--- config.mk ---
export PLATFORM = sky130hd
export DESIGN_NAME = audio_volume_balance_tone_encoder
export DESIGN_NICKNAME = d
export VERILOG_FILES = /design/src/hw/rtl/avbt_pkg.sv /design/src/hw/rtl/avbt_front.sv /design/src/hw/rtl/avbt_queue.sv /design/src/hw/rtl/avbt_back.sv /design/src/hw/rtl/audio_volume_balance_tone_encoder.sv
export SDC_FILE = /design/constraint.sdc
export NUM_CORES = 1
export LEC_CHECK = 0
export ABC_AREA = 1
export BUFFER_PORTS_ARGS = -buffer_cell sky130_fd_sc_hd__buf_2
export CAP_MARGIN = 30
export CORE_ASPECT_RATIO = 2
export CORE_MARGIN = 4
export CORE_UTILIZATION = 50
export CTS_CLUSTER_SIZE = 14
export DETAILED_ROUTE_END_ITERATION = 8
export PLACE_DENSITY_LB_ADDON = 0.05
export SETUP_SLACK_MARGIN = 0.2
export SLEW_MARGIN = 20
export SYNTH_ARGS = -nofsm -noshare
export SYNTH_HDL_FRONTEND = slang
export SYNTH_SLANG_ARGS = --single-unit
--- constraint.sdc ---
create_clock -name clk -period 15.54 [get_ports clk]
set_input_delay 1.554 -clock clk [delete_from_list [all_inputs] [get_ports clk]]
set_output_delay 1.554 -clock clk [all_outputs]
set_load 0.02 [all_outputs]
--- src/hw/rtl/avbt_pkg.sv ---
`timescale 1ns / 1ps

package avbt_pkg;

    typedef enum logic [1:0] {
        OP_VOLUME  = 2'd0,
        OP_BASS    = 2'd1,
        OP_TREBLE  = 2'd2,
        OP_BALANCE = 2'd3
    } op_t;

    localparam logic [2:0] SA_NONE  = 3'd0;
    localparam logic [2:0] SA_LEFT  = 3'd3;
    localparam logic [2:0] SA_RIGHT = 3'd4;
    localparam logic [2:0] SA_TONE  = 3'd5;

    localparam logic signed [7:0] VOL_MIN  = -8'sd87;
    localparam logic signed [7:0] VOL_MAX  = 8'sd14;
    localparam logic signed [7:0] TONE_MIN = -8'sd14;
    localparam logic signed [7:0] TONE_MAX = 8'sd14;
    localparam logic signed [7:0] BAL_MIN  = -8'sd50;
    localparam logic signed [7:0] BAL_MAX  = 8'sd50;
    localparam logic [6:0]        VOL_SPAN = 7'd87;
    localparam logic signed [8:0] LVL_MIN  = -9'sd87;

    // floor(x / 50) == (x * 1311) >> 16 for x <= 50 * 87
    localparam logic [10:0] RECIP_50    = 11'd1311;
    localparam int          RECIP_SHIFT = 16;

    localparam logic [3:0] FINE8_MAX = 4'b1000 - 4'd1;

    localparam int QUEUE_DEPTH = 2;

    typedef struct packed {
        logic                is_vol;
        logic                wr;
        logic [2:0]          sub_addr;
        logic [7:0]          data;
        logic                changed;
        logic signed [7:0]   vol;
        logic                bal_neg;
        logic [12:0]         prod;     // |balance| * (87 - |volume|)
    } entry_t;

    function automatic logic [3:0] tone_nibble(input logic signed [4:0] x);
        logic [4:0] mag;
        logic [2:0] step;
        begin
            mag  = x[4] ? 5'(-x) : 5'(x);
            step = 3'd7 - mag[3:1];
            tone_nibble = {(!x[4] && (x != 5'sd0)), step};
        end
    endfunction

    function automatic logic [7:0] level_byte(input logic signed [8:0] lvl);
        logic [8:0] a;
        logic [3:0] eights;
        logic [2:0] fine8;
        logic [3:0] extra8;
        begin
            a      = 9'(-lvl);
            eights = a[6:3];
            fine8  = (eights > FINE8_MAX) ? FINE8_MAX[2:0] : eights[2:0];
            extra8 = eights - {1'b0, fine8};
            if (!lvl[8])
                level_byte = 8'd0;
            else
                level_byte = {extra8[1:0], fine8, a[2:0]};
        end
    endfunction

endpackage

--- src/hw/rtl/avbt_front.sv ---
`timescale 1ns / 1ps

module avbt_front (
    input  logic                 clk,
    input  logic                 rst_n,
    input  logic                 in_valid,
    output logic                 in_ready,
    input  logic [1:0]           opcode,
    input  logic signed [7:0]    value,
    input  logic                 q_full,
    output logic                 push,
    output avbt_pkg::entry_t     push_entry
);

    logic signed [4:0] bass_reg, bass_next;
    logic signed [4:0] treble_reg, treble_next;
    logic signed [6:0] bal_reg, bal_next;

    logic              accept;
    logic signed [7:0] vol_c;
    logic [7:0]        vol_abs8;
    logic [6:0]        vol_rem;
    logic [6:0]        bal_abs7;
    logic signed [4:0] tone_c;
    logic signed [6:0] bal_c;
    logic              tone_same;
    logic signed [4:0] bass_new, treble_new;

    assign in_ready = !q_full;
    assign accept   = in_valid && !q_full;
    assign push     = accept;

    always_comb
    begin
        if (value < avbt_pkg::VOL_MIN)
            vol_c = avbt_pkg::VOL_MIN;
        else if (value > avbt_pkg::VOL_MAX)
            vol_c = avbt_pkg::VOL_MAX;
        else
            vol_c = value;

        if (value < avbt_pkg::TONE_MIN)
            tone_c = 5'(avbt_pkg::TONE_MIN);
        else if (value > avbt_pkg::TONE_MAX)
            tone_c = 5'(avbt_pkg::TONE_MAX);
        else
            tone_c = value[4:0];

        if (value < avbt_pkg::BAL_MIN)
            bal_c = 7'(avbt_pkg::BAL_MIN);
        else if (value > avbt_pkg::BAL_MAX)
            bal_c = 7'(avbt_pkg::BAL_MAX);
        else
            bal_c = value[6:0];
    end

    assign vol_abs8 = vol_c[7] ? 8'(-vol_c) : 8'(vol_c);
    assign vol_rem  = avbt_pkg::VOL_SPAN - vol_abs8[6:0];
    assign bal_abs7 = bal_reg[6] ? 7'(-bal_reg) : 7'(bal_reg);

    always_comb
    begin
        bass_new   = bass_reg;
        treble_new = treble_reg;
        tone_same  = 1'b0;
        bal_next   = bal_reg;

        push_entry          = '0;
        push_entry.vol      = vol_c;
        push_entry.bal_neg  = bal_reg[6];
        push_entry.prod     = {7'd0, bal_abs7[5:0]} * {6'd0, vol_rem};

        unique case (avbt_pkg::op_t'(opcode))
            avbt_pkg::OP_VOLUME:
            begin
                push_entry.is_vol = 1'b1;
                push_entry.wr     = 1'b1;
            end
            avbt_pkg::OP_BASS, avbt_pkg::OP_TREBLE:
            begin
                if (avbt_pkg::op_t'(opcode) == avbt_pkg::OP_BASS)
                begin
                    tone_same = (bass_reg == tone_c);
                    bass_new  = tone_c;
                end
                else
                begin
                    tone_same  = (treble_reg == tone_c);
                    treble_new = tone_c;
                end
                if (!tone_same)
                begin
                    push_entry.wr       = 1'b1;
                    push_entry.sub_addr = avbt_pkg::SA_TONE;
                    push_entry.data     = {avbt_pkg::tone_nibble(bass_new),
                                           avbt_pkg::tone_nibble(treble_new)};
                end
            end
            avbt_pkg::OP_BALANCE:
            begin
                push_entry.changed = (bal_reg != bal_c);
                bal_next           = bal_c;
            end
            default:
            begin
                push_entry.is_vol = 1'b0;
            end
        endcase

        push_entry.sub_addr = push_entry.is_vol ? avbt_pkg::SA_NONE : push_entry.sub_addr;
    end

    assign bass_next   = accept ? bass_new   : bass_reg;
    assign treble_next = accept ? treble_new : treble_reg;

    always_ff @(posedge clk or negedge rst_n)
    begin
        if (!rst_n)
        begin
            bass_reg   <= '0;
            treble_reg <= '0;
            bal_reg    <= '0;
        end
        else
        begin
            bass_reg   <= bass_next;
            treble_reg <= treble_next;
            if (accept)
                bal_reg <= bal_next;
        end
    end

endmodule

--- src/hw/rtl/avbt_queue.sv ---
`timescale 1ns / 1ps

module avbt_queue #(
    parameter int DEPTH = avbt_pkg::QUEUE_DEPTH
) (
    input  logic              clk,
    input  logic              rst_n,
    input  logic              push,
    input  avbt_pkg::entry_t  push_entry,
    output logic              full,
    input  logic              pop,
    output logic              not_empty,
    output avbt_pkg::entry_t  head
);

    localparam int PW = (DEPTH > 1) ? $clog2(DEPTH) : 1;
    localparam int CW = $clog2(DEPTH + 1);

    avbt_pkg::entry_t mem_reg [DEPTH];

    logic [PW-1:0] wr_ptr_reg, wr_ptr_next;
    logic [PW-1:0] rd_ptr_reg, rd_ptr_next;
    logic [CW-1:0] count_reg, count_next;

    assign full      = (count_reg == CW'(DEPTH));
    assign not_empty = (count_reg != '0);
    assign head      = mem_reg[rd_ptr_reg];

    always_comb
    begin
        wr_ptr_next = wr_ptr_reg;
        rd_ptr_next = rd_ptr_reg;
        count_next  = count_reg;
        if (push)
            wr_ptr_next = (wr_ptr_reg == PW'(DEPTH - 1)) ? '0 : wr_ptr_reg + 1'b1;
        if (pop)
            rd_ptr_next = (rd_ptr_reg == PW'(DEPTH - 1)) ? '0 : rd_ptr_reg + 1'b1;
        if (push && !pop)
            count_next = count_reg + 1'b1;
        else if (pop && !push)
            count_next = count_reg - 1'b1;
    end

    always_ff @(posedge clk)
    begin
        if (push)
            mem_reg[wr_ptr_reg] <= push_entry;
    end

    always_ff @(posedge clk or negedge rst_n)
    begin
        if (!rst_n)
        begin
            wr_ptr_reg <= '0;
            rd_ptr_reg <= '0;
            count_reg  <= '0;
        end
        else
        begin
            wr_ptr_reg <= wr_ptr_next;
            rd_ptr_reg <= rd_ptr_next;
            count_reg  <= count_next;
        end
    end

endmodule

--- src/hw/rtl/avbt_back.sv ---
`timescale 1ns / 1ps

module avbt_back (
    input  logic              clk,
    input  logic              rst_n,
    input  logic              head_valid,
    input  avbt_pkg::entry_t  head,
    output logic              pop,
    output logic              out_valid,
    input  logic              out_ready,
    output logic              out_wr,
    output logic [2:0]        out_sub_addr,
    output logic [7:0]        out_data,
    output logic              out_changed,
    output logic              out_last
);

    logic       out_valid_reg, out_valid_next;
    logic       phase_reg, phase_next;     // 0: left write, 1: right write
    logic       wr_reg;
    logic [2:0] sub_addr_reg;
    logic [7:0] data_reg;
    logic       changed_reg;
    logic       last_reg;

    logic              load;
    logic [23:0]       scaled;
    logic [6:0]        att;
    logic              atten;
    logic signed [8:0] diff;
    logic signed [8:0] lvl;

    logic       wr_next;
    logic [2:0] sub_addr_next;
    logic [7:0] data_next;
    logic       changed_next;
    logic       last_next;

    assign load = head_valid && (!out_valid_reg || out_ready);

    assign scaled = {11'd0, head.prod} * {13'd0, avbt_pkg::RECIP_50};
    assign att    = scaled[avbt_pkg::RECIP_SHIFT +: 7];
    // balance below zero pulls down the left channel, otherwise the right
    assign atten  = head.bal_neg ^ phase_reg;
    assign diff   = {head.vol[7], head.vol} - {2'b00, att};

    always_comb
    begin
        if (!atten)
            lvl = {head.vol[7], head.vol};
        else if (diff < avbt_pkg::LVL_MIN)
            lvl = avbt_pkg::LVL_MIN;
        else
            lvl = diff;
    end

    always_comb
    begin
        wr_next       = head.wr;
        sub_addr_next = head.sub_addr;
        data_next     = head.data;
        changed_next  = head.changed;
        last_next     = 1'b1;
        phase_next    = phase_reg;
        pop           = load;
        if (head.is_vol)
        begin
            data_next     = avbt_pkg::level_byte(lvl);
            sub_addr_next = phase_reg ? avbt_pkg::SA_RIGHT : avbt_pkg::SA_LEFT;
            last_next     = phase_reg;
            pop           = load && phase_reg;
            if (load)
                phase_next = !phase_reg;
        end
    end

    always_comb
    begin
        if (load)
            out_valid_next = 1'b1;
        else if (out_ready)
            out_valid_next = 1'b0;
        else
            out_valid_next = out_valid_reg;
    end

    always_ff @(posedge clk or negedge rst_n)
    begin
        if (!rst_n)
        begin
            out_valid_reg <= 1'b0;
            phase_reg     <= 1'b0;
        end
        else
        begin
            out_valid_reg <= out_valid_next;
            phase_reg     <= phase_next;
        end
    end

    always_ff @(posedge clk)
    begin
        if (load)
        begin
            wr_reg       <= wr_next;
            sub_addr_reg <= sub_addr_next;
            data_reg     <= data_next;
            changed_reg  <= changed_next;
            last_reg     <= last_next;
        end
    end

    assign out_valid    = out_valid_reg;
    assign out_wr       = wr_reg;
    assign out_sub_addr = sub_addr_reg;
    assign out_data     = data_reg;
    assign out_changed  = changed_reg;
    assign out_last     = last_reg;

endmodule

--- src/hw/rtl/audio_volume_balance_tone_encoder.sv ---
`timescale 1ns / 1ps

// Audio control command encoder: turns volume, bass, treble and balance
// commands into register writes for an audio processor.
// Input stream: tuser carries the opcode (0 volume, 1 bass, 2 treble,
// 3 balance), tdata the signed value. Output stream: tuser is high when the
// item is a register write, tdata holds sub-address, data byte and the
// balance changed flag, tlast marks the final item of a command.
// A volume command gives two items (left then right volume); every other
// command gives one. The first item passes through the queue and then the
// output register before it shows on the output. Throughput: one command
// per cycle for bass, treble and balance while the receiver is ready; a volume
// command fills the output register twice, once per channel.
// Commands go into a short queue (QUEUE_DEPTH items) that the front fills
// and the back drains, so the input keeps taking items while a result waits.
// When the receiver stalls, the output item holds and the queue fills;
// tready drops only with the queue full.
// Reset clears the stored bass, treble and balance levels to zero and
// empties the queue and the output register.
module audio_volume_balance_tone_encoder #(
    parameter int QUEUE_DEPTH = avbt_pkg::QUEUE_DEPTH
) (
    input  logic        clk,
    input  logic        rst_n,
    input  logic        s_axis_tvalid,
    output logic        s_axis_tready,
    input  logic [7:0]  s_axis_tdata,   // [7:0] value
    input  logic [1:0]  s_axis_tuser,   // [1:0] opcode
    output logic        m_axis_tvalid,
    input  logic        m_axis_tready,
    output logic [15:0] m_axis_tdata,   // [2:0] sub_address, [10:3] data, [11] changed
    output logic [0:0]  m_axis_tuser,   // [0] write_valid
    output logic        m_axis_tlast
);

    logic             push;
    logic             q_full;
    logic             pop;
    logic             head_valid;
    avbt_pkg::entry_t push_entry;
    avbt_pkg::entry_t head;

    logic       out_wr;
    logic [2:0] out_sub_addr;
    logic [7:0] out_data;
    logic       out_changed;

    avbt_front u_front (
        .clk        (clk),
        .rst_n      (rst_n),
        .in_valid   (s_axis_tvalid),
        .in_ready   (s_axis_tready),
        .opcode     (s_axis_tuser),
        .value      (s_axis_tdata),
        .q_full     (q_full),
        .push       (push),
        .push_entry (push_entry)
    );

    avbt_queue #(
        .DEPTH (QUEUE_DEPTH)
    ) u_queue (
        .clk        (clk),
        .rst_n      (rst_n),
        .push       (push),
        .push_entry (push_entry),
        .full       (q_full),
        .pop        (pop),
        .not_empty  (head_valid),
        .head       (head)
    );

    avbt_back u_back (
        .clk          (clk),
        .rst_n        (rst_n),
        .head_valid   (head_valid),
        .head         (head),
        .pop          (pop),
        .out_valid    (m_axis_tvalid),
        .out_ready    (m_axis_tready),
        .out_wr       (out_wr),
        .out_sub_addr (out_sub_addr),
        .out_data     (out_data),
        .out_changed  (out_changed),
        .out_last     (m_axis_tlast)
    );

    assign m_axis_tdata = {4'd0, out_changed, out_data, out_sub_addr};
    assign m_axis_tuser = out_wr;

    // left volume write is never the last item of its command
    assert property (@(posedge clk) disable iff (!rst_n)
        (m_axis_tvalid && m_axis_tuser[0] && (out_sub_addr == avbt_pkg::SA_LEFT))
        |-> !m_axis_tlast)
        else $error("left volume write marked last");

    // items that are not writes end their command
    assert property (@(posedge clk) disable iff (!rst_n)
        (m_axis_tvalid && !m_axis_tuser[0]) |-> (m_axis_tlast && (out_data == 8'd0)))
        else $error("non-write item malformed");

    // writes only go to the volume and tone registers
    assert property (@(posedge clk) disable iff (!rst_n)
        (m_axis_tvalid && m_axis_tuser[0]) |->
        ((out_sub_addr == avbt_pkg::SA_LEFT) || (out_sub_addr == avbt_pkg::SA_RIGHT) ||
         (out_sub_addr == avbt_pkg::SA_TONE)) && !out_changed)
        else $error("write to unexpected sub-address");

endmodule
# Yosys cells after proc, flatten, opt, wreduce, memory -nomap -nowiden
# Memories as Yosys holds them, arrays and structs flattened.
# Index checks and enable logic that the tools add are counted.
[totals]
input_bits = 14
wordCells = 108
output_inout_bits = 20
ram_bits = 72
memories = 1
reg_bits = 37
[mem_list]
columns = ["memory", "depth", "word_bits", "rd", "rd_ports_with_merged_regs", "wr", "line_no", "rtl"]
rows = [
  ["u_queue.mem_reg", 2, 36, 1, 0, 1, "avbt_queue.sv:19", "avbt_pkg::entry_t mem_reg [DEPTH];"],
]
[op_classes]
magnitude_cmp = 7
multipliers = 2
n_bitwise = 1
muxes = 38
n_reduce_logical = 25
n_eq_ne = 7
add_sub_neg = 14
[op_table]
columns = ["cell", "n"]
rows = [
  ["two-way mux 8 bit", 4],
  ["two-way mux 5 bit", 6],
  ["multiplier 13 x 11 -> 23 bit (second input constant)", 1],
  ["two-way mux 7 bit", 3],
  ["two-way mux 9 bit", 2],
  ["negator 7 bit", 2],
  ["multiplier 6 x 7 -> 13 bit", 1],
  ["two-way mux 12 bit", 1],
  ["two-way mux 3 bit", 4],
  ["two-way mux 1 bit", 11],
  ["two-way mux 11 bit", 1],
  ["== test 5 bit", 2],
  ["nonzero test 5 bit", 2],
  ["less-than comparator 9 x 8 -> 1 bit (second input constant)", 1],
  ["subtractor 8 x 8 -> 9 bit", 1],
  ["greater-than comparator 8 x 5 -> 1 bit (second input constant)", 1],
  ["greater-than comparator 8 x 7 -> 1 bit (second input constant)", 1],
  ["less-than comparator 8 x 5 -> 1 bit (second input constant)", 1],
  ["less-than comparator 8 x 7 -> 1 bit (second input constant)", 1],
  ["less-than comparator 8 bit (second input constant)", 1],
  ["two-way mux 4 bit", 2],
  ["negator 4 bit", 2],
  ["logical AND 1 bit", 7],
  ["logical NOT 1 bit", 7],
  ["20 further kinds", 29],
]

# Logic depth before layout (Yosys ltp)
# An unclocked memory read counts as a cell.
[logic_depth]
ltp_word = 12
depth_mapped = 53
ltp_nobuf = 50

# By module
# From an unflattened synthesis, not the netlist that was laid out.
[unflattened]
cells_unflattened = 1134
area_unflattened_um2 = 10388.7
[by_module_without_submodules]
columns = ["mod", "seq_area_each_um2", "instances", "area_per_inst_um2", "cells_each"]
rows = [
  ["avbt_back", 470.5, 1, 4271.6, 524],
  ["avbt_front", 425.4, 1, 3121.7, 467],
  ["avbt_queue", 2262.2, 1, 2954.1, 137],
  ["audio_volume_balance_tone_encoder", 0.0, 1, 41.3, 6],
]

# Worst setup path before layout
# Ideal clock, no wire load.
[synth_timing]
kind = "reg2reg"
start = "register u_queue.rd_ptr_reg"
end = "register u_back.data_reg[7], in the netlist u_back.out_data[7] (data pin)"
period_less_slack_ns = 8.195
t_required_ns = 15.287
arrival_time_ns = 7.942
setup_ns = 0.253
path_slack_ns = 7.345
path_stages_with_launch = 47
path_buffers = 3
path_cell_list = "dfrtp_1 -> buf_6 -> buf_2 -> clkbuf_1 -> o21ai_0 -> inv_1 -> fa_1 -> ha_1 -> fa_1 -> inv_1 -> fa_1 -> fa_1 -> inv_1 -> ha_1 -> nand2_1 -> inv_1 -> nand3_1 -> inv_1 -> [11 not listed] -> a21oi_1 -> o21ai_0 -> or2_2 -> nand3_1 -> ha_1 -> o21ai_0 -> nand2_1 -> inv_2 -> ha_1 -> inv_1 -> nor2_2 -> nand2_1 -> nor2_2 -> nand3_1 -> nand3_1 -> nand2_1 -> nand3_1 -> nand2_1"
[synth_between]
elab_chain_cells = 12
elab_cells_between_ends = 13
classes_between = "add/sub: 3; mul: 1; order compare: 2; mux: 5; bitwise: 1; memory: 1"
[synth_rtl]
columns = ["element", "line_no", "rtl"]
rows = [
  ["from (decl)", "avbt_queue.sv:22", "logic [PW-1:0] rd_ptr_reg, rd_ptr_next;"],
  ["from (signal assigned)", "avbt_queue.sv:61", "rd_ptr_reg <= rd_ptr_next;"],
  ["memory read (2 x 36 bit) (*)", "-", ""],
  ["multiplier 13 x 11 -> 23 bit", "avbt_back.sv:41", "assign scaled = {11'd0, head.prod} * {13'd0, avbt_pkg::RECIP_50};"],
  ["subtractor 8 x 8 -> 9 bit", "avbt_back.sv:45", "assign diff = {head.vol[7], head.vol} - {2'b00, att};"],
  ["less-than comparator 9 x 8 -> 1 bit", "avbt_back.sv:51", "else if (diff < avbt_pkg::LVL_MIN)"],
  ["two-way mux 9 bit", "avbt_back.sv:51", ""],
  ["two-way mux 9 bit", "avbt_back.sv:49", "if (!atten)"],
  ["negator 7 bit", "avbt_pkg.sv:61", "a = 9'(-lvl);"],
  ["greater-than comparator 4 x 3 -> 1 bit", "avbt_pkg.sv:63", "fine8 = (eights > FINE8_MAX) ? FINE8_MAX[2:0] : eights[2:0];"],
  ["two-way mux 3 bit", "avbt_pkg.sv:63", ""],
  ["subtractor 2 bit", "avbt_pkg.sv:64", "extra8 = eights - {1'b0, fine8};"],
  ["two-way mux 8 bit", "avbt_pkg.sv:65", "if (!lvl[8])"],
  ["two-way mux 8 bit (*)", "avbt_back.sv:66", "if (head.is_vol)"],
  ["via u_back.data_next[7]", "avbt_back.sv:35", "logic [7:0] data_next;"],
  ["to (signal assigned)", "avbt_back.sv:107", "data_reg <= data_next;"],
  ["to (decl)", "avbt_back.sv:22", "logic [7:0] data_reg;"],
]
# Mark *: on every way through the listed nets, which the timed path passes. The rest lies on a longest branch.
# A chain may end at the register's enable or synchronous reset.

# Final worst setup path
# Same ends and word-level chain as after synthesis.

==> key figures <==
Setup path
  • Critical-path top delay cell: o21ai_0
  • Worst R2R Path Depth: 44
  • Startpoint types: flip-flop
  • Most frequent cell on the critical path: nand2_1
  • Worst flop-to-flop path endpoint: u_back.out_data[7]
  • Req. time, crit path: 15.65 ns
  • Worst Setup End Kind: flip-flop
  • Reg2reg start: u_queue.rd_ptr_reg
  • CP max FO: 30
  • WP data arrival: 8.87 ns
  • R2R setup slack: 6.78 ns
  • Kind of critical path: reg2reg
  • Slowest stage delay, CP: roughly 0.73 ns

Clock network
  • Clk root buf: clkbuf_16
  • Clk buf depth: 2
  • CTS clk-pin slew, worst paths: 0.07 ns
  • CTS tree: built
  • H-tree levels: 3
  • Num Clock Sinks: approximately 110
  • Post-CTS Resized: 0
  • Postcts setup bufs: 0
  • TritonCTS Buffers: 9
  • Hold-fix buffers, CTS: 0
  • Clk_lat worst skew: ~0.35 ns

Detailed routing
  • Initial DRC Count: 203
  • # DRC: 0
  • Number of vias per cell: between 5 and 6
  • Wire length per cell: 15.4 um
  • Detailed Route WL: approximately 22,000 um
  • Total number of vias: 7,177
  • ANT nets after route: 0
  • Drt first pass iters: 4

Yosys
  • Mux contribution to synthesized area: 0.204%
  • Post-Synth XOR/XNOR Area: 3.29%
  • Yosys warns: 0
  • Mapped Cells: 1,129
  • Adder-Cell Fraction of Synth Area: 29.7%
  • EDFF count, synth: 82
  • Flops & latches, synth: roughly 110
  • Async SR Flop Fraction: between 20 and 25%
  • Most used DFF post-synth: edfxtp_1
  • Synth unique cells: 45
  • Syn_area_per_cell: roughly 8.7 sq um
  • Synth Area in Simple Gates: 18.8%
  • Sequential area share after synthesis: between 30% and 40%
  • Area of the mapped netlist: roughly 9800 sq um
  • Largest family of logic cells by synthesized area: adder cells
  • Compound-Gate Fraction of Synth Area: 7.07%

STA
  • Final Hold Vio Count: 0
  • Crit path time final: 8.76 ns
  • Pins over their slew limit: 0
  • Clk_skew: 0.00748 ns
  • Worst-Margin Slew: roughly 0.87 ns
  • Final total negative setup slack: 0 ns
  • Max-slew headroom: roughly two fifths
  • Endpoints failing setup: 0
  • Maximum clock rate: approximately 110 MHz
  • Final period util: 56.4%
  • Worst hold margin: 0.493 ns
  • Unrepaired setup endpoints after global routing: false

Global route
  • Total GRT Usage: 21.3%
  • Vias in the first global route: 7,523
  • Initial antenna violation count: 0
  • Global-route wire length before repair: between 30,000 and 40,000 um
  • Largest net degree at the start of global routing: 37
  • Gr ovfl total: 0

Layout
  • Final nets: 1,363
  • Commonest non-fill, non-tap cell in the layout: nand2_1
  • Most frequent cells in the layout: nand2_1 (231), inv_1 (220), ha_1 (125)
  • # diodes: 0
  • Largest register FFs: between 60 and 70
  • Area Overhead vs Synth: 7.57%
  • Share of layout cells above drive strength 1: 9.91%

Floorplan
  • Die X: about 110 um
  • Die area: 22,100 sq um
  • Die Span Y: about 210 um
  • FP Rows: 72
  • Num ports: 34
  • Initial core utilization: about half
  • CORE AREA: about 19,000 sq um

Worst hold path
  • Hold wc startpoint: u_front.bal_reg[5]
  • Hold EP: u_front.bal_reg[5]
  • HP Class: reg2reg
  • Cells on Worst Hold Path: 2

Placement
  • GP Congestion: 0.827
  • PortBufs: 29
  • Detail Placement HPWL: 18,600 um

Run
  • MaxCap Viol Count: 0

Status
  • Status: complete, no violations
## cell type report
type | instances | area (sq um)
Timing Repair Buffer | 35 | 230
Clock buffer | 12 | 256
Inverter | 228 | 861
Multi-Input combinational cell | 777 | 5840
Tap cell | 259 | 324
Sequential cell | 105 | 3040
Clock inverter | 4 | 26.3
Fill cell | 1898 | 8790
## worst max-delay path by stage
| stage | from | end | slack (ns) | cells after the start |
|---|---|---|---|---|
| floorplan | u_queue.rd_ptr_reg | u_back.out_data[7] | 7.34 | 46 |
| global placement | u_queue.rd_ptr_reg | u_back.out_data[7] | 6.65 | 44 |
| detailed placement | u_queue.rd_ptr_reg | u_back.out_data[7] | 6.78 | 44 |
| CTS | u_queue.rd_ptr_reg | u_back.out_data[7] | 6.75 | 44 |
| global route | u_queue.rd_ptr_reg | u_back.out_data[7] | 6.06 | 42 |
| finish | u_queue.rd_ptr_reg | u_back.out_data[7] | 6.78 | 44 |
## cell families (layout without fill, tap and decap cells)
logic type	count (synthesis)	in the layout
AOI/OAI and AO/OA	128	128
xor gates and xnor gates	37	37
adders and majority gates	193	193
buffers and inverters	250	279
DFF	105	105
muxes	2	2
other	1	4
and+or+nand+nor	413	413
## routing by layer
metal | wire, um | vias to the layer above | global-route usage (%)
li1 | - | 3640 | -
met1 | 7310 | 3419 | 19.4
met2 | 13400 | 76 | 45.1
met3 | 294 | 42 | 2.00
met4 | 912 | 0 | 9.10
met5 | 0 | - | 0
## synth_stat cells (6+ instances only)
| cell | count | area share [%] |
|---|---|---|
| a21oi_1 | 37 | 1.9 |
| buf_2 | 8 | 0.41 |
| clkbuf_1 | 8 | 0.31 |
| dfrtp_1 | 23 | 5.9 |
| edfxtp_1 | 82 | 25 |
| fa_1 | 68 | 14 |
| ha_1 | 125 | 16 |
| inv_1 | 220 | 8.4 |
| inv_2 | 6 | 0.23 |
| nand2_1 | 231 | 8.8 |
| nand2_2 | 10 | 0.64 |
| nand3_1 | 51 | 2.6 |
| nand3_2 | 6 | 0.61 |
| nand4_1 | 9 | 0.57 |
| nor2_1 | 60 | 2.3 |
| nor2_2 | 11 | 0.70 |
| o21ai_0 | 65 | 3.3 |
| or2_2 | 16 | 1.0 |
| xnor2_1 | 13 | 1.2 |
| xor2_1 | 24 | 2.1 |
## critical path: cells and delay by family, from the launching register on
| kind | cells | cell delay [ns] |
|---|---|---|
| flip-flops | 1 | 0.47 |
| AND/OR/NAND/NOR | 17 | 1.77 |
| adder cells (fa/ha/maj) | 9 | 3.35 |
| AO/OA/AOI/OAI | 8 | 1.72 |
| buffers and inverters | 9 | 1.03 |
| XOR/XNOR | 1 | 0.18 |
## metrics by stage
| stage | worst slack, ns | utilization [%] | instances | instance area (sq um) |
|---|---|---|---|---|
| 4_1_cts | 6.75 | 54.6 | 1420 | 10600 |
| 6_report | 6.78 | 54.6 | 1420 | 10600 |
| 3_5_place_dp | 6.78 | 53.2 | 1404 | 10300 |
| 5_1_grt | 6.06 | 54.6 | 1420 | 10600 |
| 2_1_floorplan | 7.34 | - | 1132 | 9850 |
| 3_3_place_gp | 6.65 | 52.9 | 1402 | 10200 |
Power is not shown: default switching activity piles up to over one toggle a cycle in this logic, so the estimate is an artifact.
